## src/sv/wbps_pkg.sv

```systemverilog
// ----------------------------------------------------------------------------
// wbps_pkg
// Shared constants and types for the wildcard byte pattern scanner.
// ----------------------------------------------------------------------------
package wbps_pkg;

    localparam int PATTERN_MAX_DEF = 16;
    localparam int COUNT_BITS_DEF  = 32;

    localparam int BYTE_W     = 8;
    localparam int ADDR_W     = 64;
    localparam int CFG_DATA_W = 64;
    localparam int CFG_IDX_W  = 3;
    localparam int WILD_W     = 16;
    localparam int LEN_CFG_W  = 5;

    typedef enum logic [CFG_IDX_W-1:0] {
        REG_PAT_LO = 3'd0,
        REG_PAT_HI = 3'd1,
        REG_WILD   = 3'd2,
        REG_LEN    = 3'd3,
        REG_BASE   = 3'd4
    } t_reg_idx;

    // pattern bytes and wildcard bits as seen by the compare unit
    typedef struct packed {
        logic [CFG_DATA_W-1:0] pat_hi;
        logic [CFG_DATA_W-1:0] pat_lo;
        logic [WILD_W-1:0]     wild;
    } t_pat_cfg;

endpackage

```

## src/sv/wbps_if.sv

```systemverilog
// ----------------------------------------------------------------------------
// wbps_if
// Valid/ready channels of the scanner: byte input, result output, config.
// ----------------------------------------------------------------------------
interface wbps_in_if;
    logic                        valid;
    logic                        ready;
    logic [wbps_pkg::BYTE_W-1:0] data_byte;
    logic                        region_end;

    modport source (output valid, output data_byte, output region_end, input ready);
    modport sink   (input valid, input data_byte, input region_end, output ready);
endinterface

interface wbps_out_if;
    logic                        valid;
    logic                        ready;
    logic                        found;
    logic [wbps_pkg::ADDR_W-1:0] match_address;

    modport source (output valid, output found, output match_address, input ready);
    modport sink   (input valid, input found, input match_address, output ready);
endinterface

interface wbps_cfg_if;
    logic                            valid;
    logic                            ready;
    logic [wbps_pkg::CFG_IDX_W-1:0]  index;
    logic [wbps_pkg::CFG_DATA_W-1:0] data;

    modport source (output valid, output index, output data, input ready);
    modport sink   (input valid, input index, input data, output ready);
endinterface

```

## src/sv/wildcard_byte_pattern_scanner_unit.sv

```systemverilog
// ----------------------------------------------------------------------------
// wildcard_byte_pattern_scanner_unit
// Streams a memory region byte by byte and reports the first wildcard match.
// ----------------------------------------------------------------------------
// Takes one byte per clock, sustained, for as long as results are taken. A
// byte is registered into the sliding window and byte count on the cycle it
// is accepted; the window is then compared against the pattern and the
// result register loads once free, so a result passes both registers after
// the byte that completes the match (or the region's last byte). Input stalls
// only when a result waits in the output register and the next result is
// already formed behind it. One result per region: found with the address
// of the first complete match, or not-found on the last byte. Bytes after a
// match are dropped until the region ends. Configuration must be written
// while the scanner is idle.
module wildcard_byte_pattern_scanner_unit #(
    parameter int PATTERN_MAX = wbps_pkg::PATTERN_MAX_DEF,
    parameter int COUNT_BITS  = wbps_pkg::COUNT_BITS_DEF
) (
    input  logic               i_clk,
    input  logic               i_rst_n,
    wbps_in_if.sink            i_data,
    wbps_out_if.source         o_result,
    wbps_cfg_if.sink           i_cfg
);

    localparam int LEN_W = $clog2(PATTERN_MAX + 1);

    // configuration
    logic [wbps_pkg::CFG_DATA_W-1:0] r_pat_lo;
    logic [wbps_pkg::CFG_DATA_W-1:0] r_pat_hi;
    logic [wbps_pkg::WILD_W-1:0]     r_wild;
    logic [wbps_pkg::LEN_CFG_W-1:0]  r_len;
    logic [wbps_pkg::ADDR_W-1:0]     r_base;

    // region state, updated on accept
    logic [PATTERN_MAX-1:0][wbps_pkg::BYTE_W-1:0] r_win;
    logic [COUNT_BITS-1:0] r_cnt;
    logic [COUNT_BITS-1:0] r_off;
    logic                  r_ge;
    logic                  r_fresh;
    logic                  r_done;

    // item under compare
    logic r_s1_valid;
    logic r_s1_last;
    logic r_s1_active;

    // result register
    logic                        r_out_valid;
    logic                        r_out_found;
    logic [wbps_pkg::ADDR_W-1:0] r_out_addr;

    logic [LEN_W-1:0]      used_len;
    logic [COUNT_BITS-1:0] cnt_base;
    logic [COUNT_BITS-1:0] n_cnt;
    logic [COUNT_BITS-1:0] n_off;
    logic                  n_ge;
    logic [PATTERN_MAX-1:0][wbps_pkg::BYTE_W-1:0] n_win;
    logic                  win_hit;
    logic                  hit_raw;
    logic                  s1_hit;
    logic                  emit;
    logic                  s1_move;
    logic                  accept;
    logic                  done_eff;
    wbps_pkg::t_pat_cfg    pat_cfg;

    always_comb begin
        if (r_len == '0) begin
            used_len = LEN_W'(1);
        end else if (r_len > wbps_pkg::LEN_CFG_W'(PATTERN_MAX)) begin
            used_len = LEN_W'(PATTERN_MAX);
        end else begin
            used_len = LEN_W'(r_len);
        end
    end

    assign pat_cfg = '{pat_hi: r_pat_hi, pat_lo: r_pat_lo, wild: r_wild};

    wbps_match #(
        .PATTERN_MAX (PATTERN_MAX),
        .LEN_W       (LEN_W)
    ) u_match (
        .i_win (r_win),
        .i_pat (pat_cfg),
        .i_len (used_len),
        .o_hit (win_hit)
    );

    assign hit_raw = r_ge & win_hit;
    assign s1_hit  = r_s1_valid & r_s1_active & hit_raw;
    assign emit    = r_s1_valid & r_s1_active & (hit_raw | r_s1_last);
    assign s1_move = !emit || !r_out_valid || o_result.ready;
    assign accept  = i_data.valid & s1_move;

    // match status seen by the incoming byte, including the byte ahead of it
    assign done_eff = (r_s1_valid && r_s1_last) ? 1'b0 : (r_done | s1_hit);

    // saturating count; the start offset is formed here to keep the add short
    assign cnt_base = r_fresh ? '0 : r_cnt;
    assign n_cnt    = (&cnt_base) ? cnt_base : cnt_base + COUNT_BITS'(1);
    assign n_ge     = n_cnt >= COUNT_BITS'(used_len);
    assign n_off    = n_cnt - COUNT_BITS'(used_len);

    // newest byte enters slot 0
    always_comb begin
        n_win[0] = i_data.data_byte;
        for (int k = 1; k < PATTERN_MAX; k++) begin
            n_win[k] = r_win[k-1];
        end
    end

    assign i_data.ready           = s1_move;
    assign i_cfg.ready            = 1'b1;
    assign o_result.valid         = r_out_valid;
    assign o_result.found         = r_out_found;
    assign o_result.match_address = r_out_addr;

    always_ff @(posedge i_clk) begin
        if (!i_rst_n) begin
            r_pat_lo    <= '0;
            r_pat_hi    <= '0;
            r_wild      <= '0;
            r_len       <= wbps_pkg::LEN_CFG_W'(1);
            r_base      <= '0;
            r_fresh     <= 1'b1;
            r_done      <= 1'b0;
            r_s1_valid  <= 1'b0;
            r_s1_last   <= 1'b0;
            r_s1_active <= 1'b0;
            r_out_valid <= 1'b0;
        end else begin
            if (i_cfg.valid) begin
                unique case (i_cfg.index)
                    wbps_pkg::REG_PAT_LO: r_pat_lo <= i_cfg.data;
                    wbps_pkg::REG_PAT_HI: r_pat_hi <= i_cfg.data;
                    wbps_pkg::REG_WILD:   r_wild   <= i_cfg.data[wbps_pkg::WILD_W-1:0];
                    wbps_pkg::REG_LEN:    r_len    <= i_cfg.data[wbps_pkg::LEN_CFG_W-1:0];
                    wbps_pkg::REG_BASE:   r_base   <= i_cfg.data;
                    default: ;
                endcase
            end

            if (r_s1_valid && s1_move) begin
                r_done <= r_s1_last ? 1'b0 : (r_done | s1_hit);
            end

            if (accept) begin
                r_s1_valid  <= 1'b1;
                r_s1_last   <= i_data.region_end;
                r_s1_active <= !done_eff;
                r_fresh     <= i_data.region_end;
            end else if (s1_move) begin
                r_s1_valid <= 1'b0;
            end

            if (!r_out_valid || o_result.ready) begin
                r_out_valid <= emit;
            end
        end

        // payload, no reset needed
        if (accept && !done_eff) begin
            r_win <= n_win;
            r_cnt <= n_cnt;
            r_off <= n_off;
            r_ge  <= n_ge;
        end
        if (!r_out_valid || o_result.ready) begin
            r_out_found <= hit_raw;
            r_out_addr  <= hit_raw ? r_base + wbps_pkg::ADDR_W'(r_off) : '0;
        end
    end

endmodule

```

## src/sv/wbps_match.sv

```systemverilog
// ----------------------------------------------------------------------------
// wbps_match
// Parallel wildcard compare of the byte window against the pattern.
// ----------------------------------------------------------------------------
module wbps_match #(
    parameter int PATTERN_MAX = wbps_pkg::PATTERN_MAX_DEF,
    parameter int LEN_W       = $clog2(PATTERN_MAX + 1)
) (
    input  logic [PATTERN_MAX-1:0][wbps_pkg::BYTE_W-1:0] i_win,
    input  wbps_pkg::t_pat_cfg                           i_pat,
    input  logic [LEN_W-1:0]                             i_len,
    output logic                                         o_hit
);

    localparam int IDX_W = (PATTERN_MAX > 1) ? $clog2(PATTERN_MAX) : 1;

    logic [2*wbps_pkg::CFG_DATA_W-1:0] pat_all;
    logic [PATTERN_MAX-1:0]            byte_ok;
    logic [PATTERN_MAX-1:0][IDX_W-1:0] win_idx;

    assign pat_all = {i_pat.pat_hi, i_pat.pat_lo};

    // pattern byte k lines up with window slot len-1-k (newest byte in slot 0)
    always_comb begin
        for (int k = 0; k < PATTERN_MAX; k++) begin
            win_idx[k] = IDX_W'(i_len - LEN_W'(k) - LEN_W'(1));
            byte_ok[k] = 1'b1;
            if (LEN_W'(k) < i_len && !i_pat.wild[k]) begin
                byte_ok[k] = (i_win[win_idx[k]] == pat_all[wbps_pkg::BYTE_W*k +: wbps_pkg::BYTE_W]);
            end
        end
    end

    assign o_hit = &byte_ok;

endmodule

```

## src/flat_wrapper.sv

```systemverilog
// flat-port wrapper written by rule: the top's interface ports become plain ports
module wildcard_byte_pattern_scanner_unit_flat 
#(
    parameter int PATTERN_MAX = wbps_pkg::PATTERN_MAX_DEF,
    parameter int COUNT_BITS  = wbps_pkg::COUNT_BITS_DEF
)
  (i_clk, i_rst_n, i_data_valid, i_data_data_byte, i_data_region_end, i_data_ready, o_result_valid, o_result_found, o_result_match_address, o_result_ready, i_cfg_valid, i_cfg_index, i_cfg_data, i_cfg_ready);
  wbps_in_if i_data_i ();
  wbps_out_if o_result_i ();
  wbps_cfg_if i_cfg_i ();
  input  logic i_clk;
  input  logic i_rst_n;
  input wire logic [$bits(i_data_i.valid)-1:0] i_data_valid;
  input wire logic [$bits(i_data_i.data_byte)-1:0] i_data_data_byte;
  input wire logic [$bits(i_data_i.region_end)-1:0] i_data_region_end;
  output wire logic [$bits(i_data_i.ready)-1:0] i_data_ready;
  output wire logic [$bits(o_result_i.valid)-1:0] o_result_valid;
  output wire logic [$bits(o_result_i.found)-1:0] o_result_found;
  output wire logic [$bits(o_result_i.match_address)-1:0] o_result_match_address;
  input wire logic [$bits(o_result_i.ready)-1:0] o_result_ready;
  input wire logic [$bits(i_cfg_i.valid)-1:0] i_cfg_valid;
  input wire logic [$bits(i_cfg_i.index)-1:0] i_cfg_index;
  input wire logic [$bits(i_cfg_i.data)-1:0] i_cfg_data;
  output wire logic [$bits(i_cfg_i.ready)-1:0] i_cfg_ready;
  assign i_data_i.valid = i_data_valid;
  assign i_data_i.data_byte = i_data_data_byte;
  assign i_data_i.region_end = i_data_region_end;
  assign i_data_ready = i_data_i.ready;
  assign o_result_valid = o_result_i.valid;
  assign o_result_found = o_result_i.found;
  assign o_result_match_address = o_result_i.match_address;
  assign o_result_i.ready = o_result_ready;
  assign i_cfg_i.valid = i_cfg_valid;
  assign i_cfg_i.index = i_cfg_index;
  assign i_cfg_i.data = i_cfg_data;
  assign i_cfg_ready = i_cfg_i.ready;
  wildcard_byte_pattern_scanner_unit #(.PATTERN_MAX(PATTERN_MAX), .COUNT_BITS(COUNT_BITS)) u_core (.i_clk(i_clk), .i_rst_n(i_rst_n), .i_data(i_data_i), .o_result(o_result_i), .i_cfg(i_cfg_i));
endmodule
```

## config.mk

```make
export PLATFORM = sky130hd
export DESIGN_NAME = wildcard_byte_pattern_scanner_unit_flat
export DESIGN_NICKNAME = d
export VERILOG_FILES = /design/src/sv/wbps_pkg.sv /design/src/sv/wbps_if.sv /design/src/sv/wildcard_byte_pattern_scanner_unit.sv /design/src/sv/wbps_match.sv /design/src/flat_wrapper.sv
export SDC_FILE = /design/constraint.sdc
export NUM_CORES = 1
export LEC_CHECK = 0
export BUFFER_PORTS_ARGS = -buffer_cell sky130_fd_sc_hd__buf_4
export CORE_ASPECT_RATIO = 0.7
export CORE_MARGIN = 3
export CORE_UTILIZATION = 35
export DETAILED_ROUTE_END_ITERATION = 7
export PLACE_DENSITY_LB_ADDON = 0.3
export SLEW_MARGIN = 30
export SYNTH_ARGS = -nofsm -noshare
export SYNTH_HDL_FRONTEND = slang
export SYNTH_SLANG_ARGS = --single-unit
```

## constraint.sdc

```tcl
create_clock -name i_clk -period 21.9 [get_ports i_clk]
set_input_delay 1.095 -clock i_clk [delete_from_list [all_inputs] [get_ports i_clk]]
set_output_delay 1.095 -clock i_clk [all_outputs]
set_load 0.02 [all_outputs]
```

* Yosys cells after proc, flatten, opt, wreduce, memory -nomap -nowiden
Cells that the tools add are included.
** Operators by class
- Bitwise logic cells :: 7
- Equal/unequal tests :: 20
- Multiplexer cells :: 56
- Magnitude comparators :: 34
- Reduce and logical (&&, ||, !) cells :: 51
- Add/sub/neg operators :: 33
** Operators by type and width (number)
- binary-select mux 8 bit (select 4 bit) :: 16
- == test 8 bit :: 16
- 2-to-1 mux 8 bit :: 16
- less-than comparator 4 x 5 -> 1 bit, second input constant :: 16
- adder 64 x 32 -> 64 bit :: 1
- 2-to-1 mux 32 bit :: 2
- subtractor 4 x 1 -> 4 bit, second input constant :: 16
- less-than comparator 4 x 5 -> 1 bit, first input constant :: 8
- adder 32 x 1 -> 32 bit, second input constant :: 1
- greater-or-equal comparator 32 x 5 -> 1 bit :: 1
- AND reduction 32 bit :: 1
- subtractor 32 x 5 -> 32 bit :: 1
- subtractor 4 bit, second input constant :: 8
- less-than comparator 3 x 5 -> 1 bit, first input constant :: 4
- 2-to-1 mux 1 bit :: 20
- logical AND 1 bit :: 19
- logical NOT 1 bit :: 19
- AND reduction 16 bit :: 1
- subtractor 4 x 3 -> 4 bit, second input constant :: 4
- less-than comparator 1 x 5 -> 1 bit, first input constant :: 2
- less-than comparator 2 x 5 -> 1 bit, first input constant :: 2
- 2-to-1 mux 5 bit :: 2
- AND reduction 2 bit :: 5
- subtractor 4 x 2 -> 4 bit, second input constant :: 2
- 10 further kinds :: 18
** Word-level totals
- Bits in registers :: 477

* Logic depth before layout (Yosys ltp)
- Word-level depth :: 18
- Depth in mapped cells :: 23
- Mapped depth without buffers :: 19

* Hierarchy
A second synthesis with hierarchy kept.
** Unflattened totals
- Cells, all modules :: 2829
- Area total of the unflattened synthesis :: 30732.0 um^2
** Modules (own cells, without submodules)
- wildcard_byte_pattern_scanner_unit :: cells each 1929, area an instance 20489.7 um^2, seq. area each 12131.6 um^2, instances 1
- wbps_match :: cells each 900, area an instance 10242.3 um^2, seq. area each 0.0 um^2, instances 1

* Worst setup path after synthesis
No wires, ideal clock.
- Path kind :: reg-to-reg
- Start :: register u_core.r_len[4] in the netlist's numbering
- End :: register u_core.r_win, in the netlist u_core.n_win[100] (enable)
- Data arrival time :: 18.102 ns
- Slack :: 2.775 ns
- Cell stages (with the launch flop) :: 23
- Clock period less this slack :: 19.125 ns
- Path buffers :: 8
- Setup time :: 1.022 ns
- Cell sequence :: dfxtp_1 buf_2 nand2b_1 clkbuf_1 clkbuf_1 clkinv_1 clkbuf_1 ha_1 xor2_1 buf_2 and2_1 clkbuf_1 clkbuf_1 a22oi_1 nand2_1 xor2_1 nor4_1 a2111oi_0 or4_1 nand4bb_1 clkbuf_1 a21o_1 nor3b_1
** On the way
- Cells in the longest elaborated chain, start to end :: 18
** RTL lines
- start, declared :: RTL line wildcard_byte_pattern_scanner_unit.sv:32 : logic [wbps_pkg::LEN_CFG_W-1:0] r_len;
- start signal, assigned :: RTL line wildcard_byte_pattern_scanner_unit.sv:124 : r_len <= wbps_pkg::LEN_CFG_W'(1);
- start signal, assigned :: RTL line wildcard_byte_pattern_scanner_unit.sv:138 : wbps_pkg::REG_LEN: r_len <= i_cfg.data[wbps_pkg::LEN_CFG_W-1:0];
- > comparator 5 bit :: RTL line wildcard_byte_pattern_scanner_unit.sv:71 : end else if (r_len > wbps_pkg::LEN_CFG_W'(PATTERN_MAX)) begin
- 2-to-1 mux 5 bit :: RTL line wildcard_byte_pattern_scanner_unit.sv:71
- 2-to-1 mux 5 bit (*) :: RTL line wildcard_byte_pattern_scanner_unit.sv:69 : if (r_len == '0) begin
- subtractor 4 x 1 -> 4 bit, or another cell as far along :: RTL line wbps_match.sv:26 : win_idx[k] = IDX_W'(i_len - LEN_W'(k) - LEN_W'(1));
- subtractor 4 x 1 -> 4 bit :: RTL line wbps_match.sv:26
- binary-select mux 8 bit (select 4 bit) :: RTL line wbps_match.sv:29 : byte_ok[k] = (i_win[win_idx[k]] == pat_all[wbps_pkg::BYTE_W*k +: wbps_pkg::BYTE_W]);
- 2-to-1 mux 8 bit (not written as such) :: RTL line wbps_match.sv:29
- == test 8 bit :: RTL line wbps_match.sv:29
- (+2 left out)
- bitwise AND 1 bit (*) :: RTL line wildcard_byte_pattern_scanner_unit.sv:90 : assign hit_raw = r_ge & win_hit;
- OR 1 bit (*) :: RTL line wildcard_byte_pattern_scanner_unit.sv:92 : assign emit = r_s1_valid & r_s1_active & (hit_raw | r_s1_last);
- bitwise AND 1 bit (*) :: RTL line wildcard_byte_pattern_scanner_unit.sv:92
- logical NOT 1 bit (*) :: RTL line wildcard_byte_pattern_scanner_unit.sv:93 : assign s1_move = !emit || !r_out_valid || o_result.ready;
- logical OR 1 bit (*) (2 in series) :: RTL line wildcard_byte_pattern_scanner_unit.sv:93
- via i_data_ready :: RTL line flat_wrapper.sv:16 : output wire logic [$bits(i_data_i.ready)-1:0] i_data_ready;
- bitwise AND 1 bit (*) :: RTL line wildcard_byte_pattern_scanner_unit.sv:94 : assign accept = i_data.valid & s1_move;
- logical AND 1 bit (*) :: RTL line wildcard_byte_pattern_scanner_unit.sv:163 : if (accept && !done_eff) begin
- end signal, assigned :: RTL line wildcard_byte_pattern_scanner_unit.sv:164 : r_win <= n_win;
- end, declared :: RTL line wildcard_byte_pattern_scanner_unit.sv:36 : logic [PATTERN_MAX-1:0][wbps_pkg::BYTE_W-1:0] r_win;
Mark *: on every way through the listed nets, which the timed path passes. The rest lies on a longest branch. The select of a mux whose other input is x is not followed.
A chain may end at the register's enable or synchronous reset.

* Worst setup path after layout
- Start :: register u_core.r_len[0] in the netlist's numbering
- End :: output port i_data_ready
** On the way
- Cells in the longest elaborated chain, start to end :: 16
** RTL lines
- > comparator 5 bit :: RTL line wildcard_byte_pattern_scanner_unit.sv:71
- 2-to-1 mux 5 bit :: RTL line wildcard_byte_pattern_scanner_unit.sv:71
- 2-to-1 mux 5 bit (*) :: RTL line wildcard_byte_pattern_scanner_unit.sv:69
- subtractor 4 x 1 -> 4 bit, or another cell as far along :: RTL line wbps_match.sv:26
- subtractor 4 x 1 -> 4 bit :: RTL line wbps_match.sv:26
- binary-select mux 8 bit (select 4 bit) :: RTL line wbps_match.sv:29
- 2-to-1 mux 8 bit (not written as such) :: RTL line wbps_match.sv:29
- == test 8 bit :: RTL line wbps_match.sv:29
- 2-to-1 mux 1 bit :: RTL line wbps_match.sv:28 : if (LEN_W'(k) < i_len && !i_pat.wild[k]) begin
- AND reduction 16 bit (*) :: RTL line wbps_match.sv:34 : assign o_hit = &byte_ok;
- bitwise AND 1 bit (*) :: RTL line wildcard_byte_pattern_scanner_unit.sv:90
- OR 1 bit (*) :: RTL line wildcard_byte_pattern_scanner_unit.sv:92
- bitwise AND 1 bit (*) :: RTL line wildcard_byte_pattern_scanner_unit.sv:92
- logical NOT 1 bit (*) :: RTL line wildcard_byte_pattern_scanner_unit.sv:93
- logical OR 1 bit (*) (2 in series) :: RTL line wildcard_byte_pattern_scanner_unit.sv:93
- end, declared :: RTL line flat_wrapper.sv:16
Mark *: on every way between the ends. The rest lies on a longest branch, timed or not. The select of a mux whose other input is x is not followed.

==> summary.md <==
| Metric | Value |
|---|---|
| Die height | `246 um` |
| Final setup fails | `0` |
| Warnings from Yosys | `0` |
| Global-route wire length before repair | `161,000 um` |
| Largest net degree at the start of global routing | `approximately 130` |
| Initial drt markers | `about 4,300` |
| First-pass detailed-route iteration total | `6` |
| Post-CTS Resized | `0` |
| FF-to-FF Start | `u_core.r_len[0]$_SDFFE_PN1P_` |
| Layout cells sized above 1 | `14.0%` |
| # IOs | `149` |
| CP Launch Type | `flop` |
| Final Hold Fails | `0` |
| CTS sink cnt | `477` |
| Vias per cell | `roughly 6.1` |
| Htree depth | `2` |
| Ys flop type | `edfxtp_1` |
| Antenna cells | `0` |
| Final period util | `37.9%` |
| Least-Margin Pin Slew | `1.21 ns` |
| Mapped Area | `0.0287 mm2` |
| Area of the core | `0.0809 mm2` |
| Area grow syn2layout | `14.2%` |
| Nets | `3,257` |
| GRT Residual Overflow | `0` |
| Initial cell density of the core | `35.5%` |
| Vias | `25,939` |
| Status | `finished clean` |
| Fill cell count | `7,927` |
| Crit path DAT | `7.21 ns` |
| Peak Freq | `120 MHz` |
| GP Congestion | `0.985` |
| DRC | `0` |
| Drt total wl | `roughly 110,000 um` |
| DP HPWL | `81,100 um` |
| Avg WL per Cell | `26.2 um` |
| Sequential share of the synthesized area | `42.3%` |
| Post-DP Area | `between 0.03 and 0.04 mm2` |
| Final clock skew | `0.0340 ns` |
| Gate Count Post-Synth | `just over 3,000` |
| CTS root buf | `clkbuf_16` |
| Fin area | `0.0327 mm2` |
| DIE WIDTH | `348 um` |
| Skew-Pair Late Insertion Delay | `between 0.6 and 0.7 ns` |
| Leakage power | `~12 nW` |
| Fraction of registers with async set/reset | `0%` |
| #FFs+latches synth | `477` |
| Initial antenna violation count | `4` |
| Reg2Reg Depth | `21` |
| Post-CTS setup repair buffer count | `0` |
| RSZ-0062 raised after global routing | `no` |
| Detail Route Antenna Nets | `0` |
| Slew Limit Fails | `0` |
| Register clock-pin slew on the reported worst setup and hold paths | `0.07 ns` |
| TritonCTS clock tree | `done` |
| CP endpoint kind | `primary output` |
| Number of flops mapped to enable cells by yosys | `258` |
| Post-Route Setup TNS | `0 ns` |
| Hold EP | `u_core.r_base[13]$_SDFFE_PN0P_` |
| Maximum VDD drop | `0.0573 mV` |
| Full die area | `0.0855 mm2` |
| Tmin final | `8.30 ns` |
| Max_slew headroom | `19.0%` |
| Crit path max fanout | `50` |
| Worst Path Required | `20.81 ns` |
| # rows | `87` |
| Post-CTS Hold Fix Bufs | `0` |
| CTS max path bufs | `3` |
| Min-Delay Path Class | `reg -> reg` |
| Total GRT Usage | `25.0%` |
| Cell area power density | `~71 mW/mm2` |
| Mean Syn Cell Area | `roughly 9.3 um2` |
| Yosys cell types | `89` |
| Syn nets | `between 3,000 and 4,000` |
| Max cap viols | `0` |
| Port Buffer Count | `147` |
| Worst hold start | `u_core.r_base[13]$_SDFFE_PN0P_` |
| Number of global-route vias before repair | `22,492` |
| Critical setup path kind | `reg -> out` |
| R2r endpoint | `u_core.n_win[42]$_DFFE_PP_` |
| R2r setup slk | `about 14 ns` |
| CTS Buf Count | `~50` |
| Hold Path Cell Cnt | `2` |
[where the power goes]
group / total [W] / internal, W / switching [W]
clock: 0.000953 / 0.000553 / 0.000400
sequential: 0.00103 / 0.000983 / 0.0000521
combinational: 0.000347 / 0.000128 / 0.000220
[sequential cells by signal (all words and copies together) (netlist names), 5 cells and up]
register	cells
u_core.n_win	120
u_core.o_result.match_address	64
u_core.r_base	64
u_core.r_cnt	32
u_core.r_len	5
u_core.r_off	32
u_core.r_pat_hi	64
u_core.r_pat_lo	64
u_core.r_wild	16
u_core.r_win	8
[per-stage QoR]
stage | utilization [%] | std cells | total power, W | hold slack, ns | setup slack, ns
after global routing | 40.5 | 4247 | 0.00241 | 0.483 | 13.33
after CTS | 40.4 | 4244 | 0.00233 | 0.461 | 13.66
after floorplan | - | 3070 | 0.00125 | 0.433 | 2.78
after detailed placement | 38.1 | 4148 | 0.00138 | 0.452 | 13.67
after global placement | 38.1 | 4142 | 0.00138 | 0.446 | 13.80
final | 40.5 | 4247 | 0.00233 | 0.459 | 13.60
[Yosys cell counts, types with 36 or more instances]
cell type / number / area (um2)
edfxtp_1: 258 / 7750
inv_1: 53 / 199
a21oi_1: 333 / 1670
mux2i_1: 98 / 981
o22ai_1: 49 / 307
nor3_1: 52 / 260
nand3_1: 56 / 280
xnor2_1: 103 / 902
ha_1: 39 / 488
o21ai_0: 95 / 475
xor2_1: 143 / 1250
mux4_2: 64 / 1440
nand2_1: 531 / 1990
nor4_1: 36 / 225
a211oi_1: 77 / 578
dfxtp_1: 219 / 4380
a221oi_1: 43 / 377
nor2_1: 170 / 638
clkbuf_1: 136 / 510
mux2_2: 36 / 405
[placed cells by master, fill, tap and decap left out, drive strengths merged, types with 64 or more instances in the layout]
| cell | count |
|---|---|
| a211oi | 77 |
| a21oi | 334 |
| buf | 207 |
| clkbuf | 76 |
| dfxtp | 219 |
| edfxtp | 258 |
| mux2i | 98 |
| mux4 | 64 |
| nand2 | 531 |
| nor2 | 172 |
| o21ai | 100 |
| xnor2 | 103 |
| xor2 | 143 |
[worst max-delay path by stage]
stage / start / to / slack [ns] / cells past startpoint
5_1_grt: u_core.r_len[0]$_SDFFE_PN1P_ / u_core.n_win[34]$_DFFE_PP_ / 13.33 / 21
3_3_place_gp: u_core.r_len[0]$_SDFFE_PN1P_ / u_core.n_win[102]$_DFFE_PP_ / 13.80 / 21
2_1_floorplan: u_core.r_len[4]$_SDFFE_PN0P_ / u_core.n_win[100]$_DFFE_PP_ / 2.78 / 22
6_report: u_core.r_len[0]$_SDFFE_PN1P_ / i_data_ready / 13.60 / 18
3_5_place_dp: u_core.r_len[0]$_SDFFE_PN1P_ / u_core.n_win[102]$_DFFE_PP_ / 13.67 / 21
4_1_cts: u_core.r_len[0]$_SDFFE_PN1P_ / u_core.n_win[50]$_DFFE_PP_ / 13.66 / 21
[routing by layer]
layer	vias up	wire length (um)	track usage (%)
met5	-	0	0
met2	1727	41200	31.7
met1	12511	51800	40.2
met4	0	2560	5.31
met3	178	15700	7.50
li1	11523	-	-
[logic make-up (layout without fill, tap and decap cells)]
family	count (synthesis)	count (layout)	synth area share (%)
flops	477	477	42.3
xor+xnor	246	246	7.51
buf+inv	251	360	3.62
mux	198	198	9.86
compound gates	839	839	19.0
other cells	1	1	0.0131
fa+ha+maj	40	40	1.77
simple gates	1018	1018	16.0
[worst max-delay path, stage by stage, from the launching register on]
cell,delay (ns)
dfxtp_2,0.31
buf_4,0.44
buf_4,0.61
nor2b_1,0.56
nor2_4,0.03
buf_4,0.36
inv_2,0.14
ha_1,0.13
buf_4,0.44
mux4_2,0.46
mux2i_1,0.22
mux2i_1,0.14
xor2_1,0.19
nor4_1,0.63
a221oi_1,0.27
or4_1,0.52
nand4bb_4,0.49
a21o_1,0.36
buf_4,0.18
[layout make-up]
type	instances	area (um2)	area share, %
clock inverters	21	220	0.673
inverters	56	218	0.665
flip-flops and latches	477	12100	37.1
repair buffers	208	1550	4.74
well taps	1068	1340	4.08
clock buffers	75	1650	5.04
multi-input cells	2342	15600	47.7
(Power assumes the default switching activity.)
